**src/hdl/q2r_pkg.sv**
```systemverilog
// Shared widths and constants for the quaternion to rotation matrix block.
// No dependencies.
`default_nettype none
package q2r_pkg;
	localparam int IN_W    = 16;
	localparam int PROD_W  = 32;
	localparam int SUM_W   = 35;
	localparam int N2_W    = 33;
	localparam int MAG_W   = 34;
	localparam int QUO_W   = 15;
	localparam int REM_W   = MAG_W + QUO_W;
	localparam int DVS_W   = N2_W + 1;
	localparam int NENT    = 9;
	localparam int CFG_W   = 32;
	localparam int ADDR_W  = 3;

	localparam logic [CFG_W-1:0] MIN_NORM_RESET = 32'd17;
	localparam logic             REG_MIN_NORM   = 1'b0;
endpackage
`default_nettype wire

```
**src/hdl/q2r_div_lane.sv**
```systemverilog
// Pipelined restoring divider lane, one quotient bit per stage.
// Depends on q2r_pkg.
`default_nettype none
module q2r_div_lane (
	input  wire logic                          clk,
	input  wire logic                          en,
	input  wire logic [q2r_pkg::REM_W-1:0]     rem_in,
	input  wire logic [q2r_pkg::DVS_W-1:0]     dvs_in,
	input  wire logic                          neg_in,
	output logic      [q2r_pkg::QUO_W-1:0]     quo,
	output logic                               neg
);
	localparam int NST = q2r_pkg::QUO_W;

	logic [q2r_pkg::REM_W-1:0] rem_sk [0:NST];
	logic [q2r_pkg::DVS_W-1:0] dvs_sk [0:NST];
	logic [q2r_pkg::QUO_W-1:0] quo_sk [0:NST];
	logic                      neg_sk [0:NST];

	assign rem_sk[0] = rem_in;
	assign dvs_sk[0] = dvs_in;
	assign quo_sk[0] = '0;
	assign neg_sk[0] = neg_in;

	for (genvar k = 0; k < NST; k++) begin : g_step
		localparam int SH = NST - 1 - k;
		logic [q2r_pkg::REM_W-1:0] sub;
		logic                      take;
		assign sub  = {{(q2r_pkg::REM_W-q2r_pkg::DVS_W){1'b0}}, dvs_sk[k]} << SH;
		assign take = rem_sk[k] >= sub;
		always_ff @(posedge clk) begin
			if (en) begin
				rem_sk[k+1] <= take ? rem_sk[k] - sub : rem_sk[k];
				dvs_sk[k+1] <= dvs_sk[k];
				quo_sk[k+1] <= {quo_sk[k][q2r_pkg::QUO_W-2:0], take};
				neg_sk[k+1] <= neg_sk[k];
			end
		end
	end

	assign quo = quo_sk[NST];
	assign neg = neg_sk[NST];
endmodule
`default_nettype wire

```
**config.mk**
```make
export PLATFORM = sky130hd
export DESIGN_NAME = q2r_div_lane
export DESIGN_NICKNAME = d
export VERILOG_FILES = /design/src/hdl/q2r_pkg.sv /design/src/hdl/q2r_div_lane.sv
export SDC_FILE = /design/constraint.sdc
export NUM_CORES = 2
export LEC_CHECK = 0
export BUFFER_PORTS_ARGS = -buffer_cell sky130_fd_sc_hd__buf_2
export CORE_ASPECT_RATIO = 0.75
export CORE_MARGIN = 2
export CORE_UTILIZATION = 56
export DETAILED_ROUTE_END_ITERATION = 7
export PLACE_DENSITY = 0.72
export SLEW_MARGIN = 20
export SYNTH_ARGS = -nofsm -noshare
export SYNTH_HDL_FRONTEND = slang
export SYNTH_SLANG_ARGS = --single-unit
```
**constraint.sdc**
```tcl
create_clock -name clk -period 6.1 [get_ports clk]
set_input_delay 1.22 -clock clk [delete_from_list [all_inputs] [get_ports clk]]
set_output_delay 1.22 -clock clk [all_outputs]
set_load 0.1 [all_outputs]
```
==> out/summary.txt <==
HPWL after DPL = 146900 um
Hold Path Class = reg -> reg
placer congestion estimate = 0.9735
final setup vio count = 0
Worst slew margin = 24.76%
max_cap viols = 0
crit path max fanout = 34
Site Rows = 116
fraction of layout cells with a size suffix above 1 = 6.840%
fill count = 10715
count of pins over their slew limit = 0
Fmax = 202.6 MHz
Final period util = 80.90%
Yosys top cell by area = edfxtp_1
total global-route track usage = 28.11%
register area share after synthesis = 51.98%
syn_nets = 7626
Via-to-Cell Ratio = 6.155
via count = 55095
Post-Syn Instances = 7016
number of buffers added on ports = 101
crit end category = register
#FFs+latches synth = 1297
Clock Skew = 28.97 ps
Post-CTS Hold Buffers = 0
Worst Max-Slew Pin Slew = 1126 ps
Clock Path Buffers = 3
worst path required time = 6640 ps
ys flop type = edfxtp_1
FF+latch area = 0.03895 mm^2
post-layout total power = 0.04014 W
Routed WL = 194100 um
Synth async-reset ratio = 0%
first-pass GRT wire length = 297100 um
Worst-Skew Late Latency = 800 ps
Post-CTS Setup Inserts = 0
fin crit period = 4935 ps
I/O Pins = 102
Pleak = 32.48 nW
TritonCTS Sinks = 1297
mean area per synthesized cell = 10.68 um^2
worst vdd ir = 297.3 uV
worst hold slack = 412.5 ps
core area = 0.1331 mm^2
Nets = 7677
root buffer cell = clkbuf_16
Die W = 426.4 um
Resize count post-CTS = 0
largest net degree at the start of global routing = 144
CTS Buf Count = 140
clock slew at reported path FFs = 70 ps
number of global-route vias before repair = 50120
H-Tree Depth = 4
CP peak stage delay = 810 ps
most common cell after layout, fill and taps aside = edfxtp_1
final hold violation count = 0
pwr dens = 490.3 mW/mm^2
most frequent cells in the layout = edfxtp_1, inv_1, nand2_1
die height = 320.8 um
Netlist cell types = 101
DRC Markers = 0
Die ar. = 0.1368 mm^2
Syn Std Cell Area = 0.07493 mm^2
status = complete, no violations
drt initial violations = 6983
DRT Pass-1 Iters = 6
synth top area cells = edfxtp_1, ha_1, a21oi_1
GRT Residual Overflow = 0
Setup CP Type = reg -> reg
multi-input combinational cell area = 0.03261 mm^2
CP Buf/Inv Count = 3
Routed Antenna Nets = 0
crit path cell chain = inv_1 > ha_1 > inv_1 > fa_1 > a211o_1 > o211ai_1 > a211o_1 > a32oi_1 > o211ai_1 > a211oi_1 > or3_2 > buf_4 > mux2_2
Worst path top cell family by delay = compound AO/OA/AOI/OAI gates
Yosys top cell area share = 51.98%
setup TNS = 0 ps
CP max stage cell = or3_2
CTS tree = built
arrival time at the worst endpoint = 5480 ps
initial antenna violation count = 11
Ys Warns = 0
RSZ-0062 raised after global routing = no
area delta synth->final = 9.243%
Post-synth EDFFs = 1297
post-DR wirelength/cell = 21.68 um
initial core utilization = 56.30%
Worst setup SP type = register
-- area by class of cell --
class,instances,share of cell area [%]
Clock buffer,170,4.470
Clock inverter,83,1.133
Tap cell,1770,2.706
Antenna cell,3,0.009171
Inverter,646,2.962
Multi-Input combinational cell,4827,39.84
Timing Repair Buffer,155,1.299
Sequential cell,1297,47.58
-- registers in the layout, summed over array words and instances, names as in the netlist --
| signal | count |
|---|---|
| dvs_sk | 476 |
| neg | 1 |
| neg_sk | 14 |
| quo | 15 |
| quo_sk | 105 |
| rem_sk | 686 |
-- cells in the mapped netlist, types with 12 or more instances --
master / instances
a211o_1: 20
a211oi_1: 63
a21boi_0: 29
a21o_1: 241
a21oi_1: 561
a221oi_1: 14
a31oi_1: 63
and2_1: 31
and3_1: 52
and4_1: 12
buf_2: 32
buf_4: 18
clkbuf_1: 177
edfxtp_1: 1297
fa_1: 14
ha_1: 510
inv_1: 643
mux2_2: 51
nand2_1: 638
nand2b_1: 78
nand3_1: 134
nand3b_1: 13
nand4_1: 105
nor2_1: 395
nor2b_1: 59
nor3_1: 92
nor4_1: 73
nor4b_1: 17
o2111ai_1: 13
o211ai_1: 42
o21a_1: 52
o21ai_0: 540
o21ai_1: 17
o21bai_1: 64
o31a_1: 18
o31ai_1: 34
or2_2: 23
or3_1: 33
or4_1: 20
xnor2_1: 273
xor2_1: 237
-- layer usage --
layer | vias to the layer above | part of all wire, % | track usage, %
li1 | 25840 | - | -
met5 | - | 0.0067 | 0
met4 | 2 | 1.1 | 4.609
met3 | 183 | 12 | 8.468
met1 | 26721 | 51 | 48.11
met2 | 2349 | 36 | 33.93
-- kinds of logic after synthesis --
kind of cell    Yosys count  synth area share [%]
simple gates           1816                 11.66
fa+ha+maj               524                 8.890
buf+inv                 892                 4.667
flops                  1297                 51.98
xor+xnor                510                 5.961
mux                      56                0.8349
compound gates         1921                 16.01
-- stage by stage --
step / worst slack (ps) / utilization, % / cell area, um^2 / std cells
2_1_floorplan: 2114 / - / 74930 / 7016
3_3_place_gp: 1236 / 58.04 / 77250 / 8695
3_5_place_dp: 1241 / 58.05 / 77260 / 8695
4_1_cts: 1270 / 61.49 / 81840 / 8948
5_1_grt: 932.6 / 61.50 / 81850 / 8948
6_report: 1165 / 61.50 / 81850 / 8951
-- path summary, 6_finish.rpt --
path                               endpoint   startpoint  slack, ps  cells after the start
worst max-delay path            rem_sk[460]  rem_sk[499]       1170                     13
worst min register to register   quo_sk[53]   quo_sk[67]        410                      0
worst min-delay path             quo_sk[53]   quo_sk[67]        410                      0
worst max register to register  rem_sk[460]  rem_sk[499]       1170                     13
-- where the power goes --
| group | switching (W) | total [W] | internal [W] |
|---|---|---|---|
| registers | 0.00140 | 0.0143 | 0.0129 |
| clock network | 0.00375 | 0.00864 | 0.00489 |
| logic | 0.0104 | 0.0172 | 0.00674 |
No activity file was read; power rests on OpenSTA's default activity.
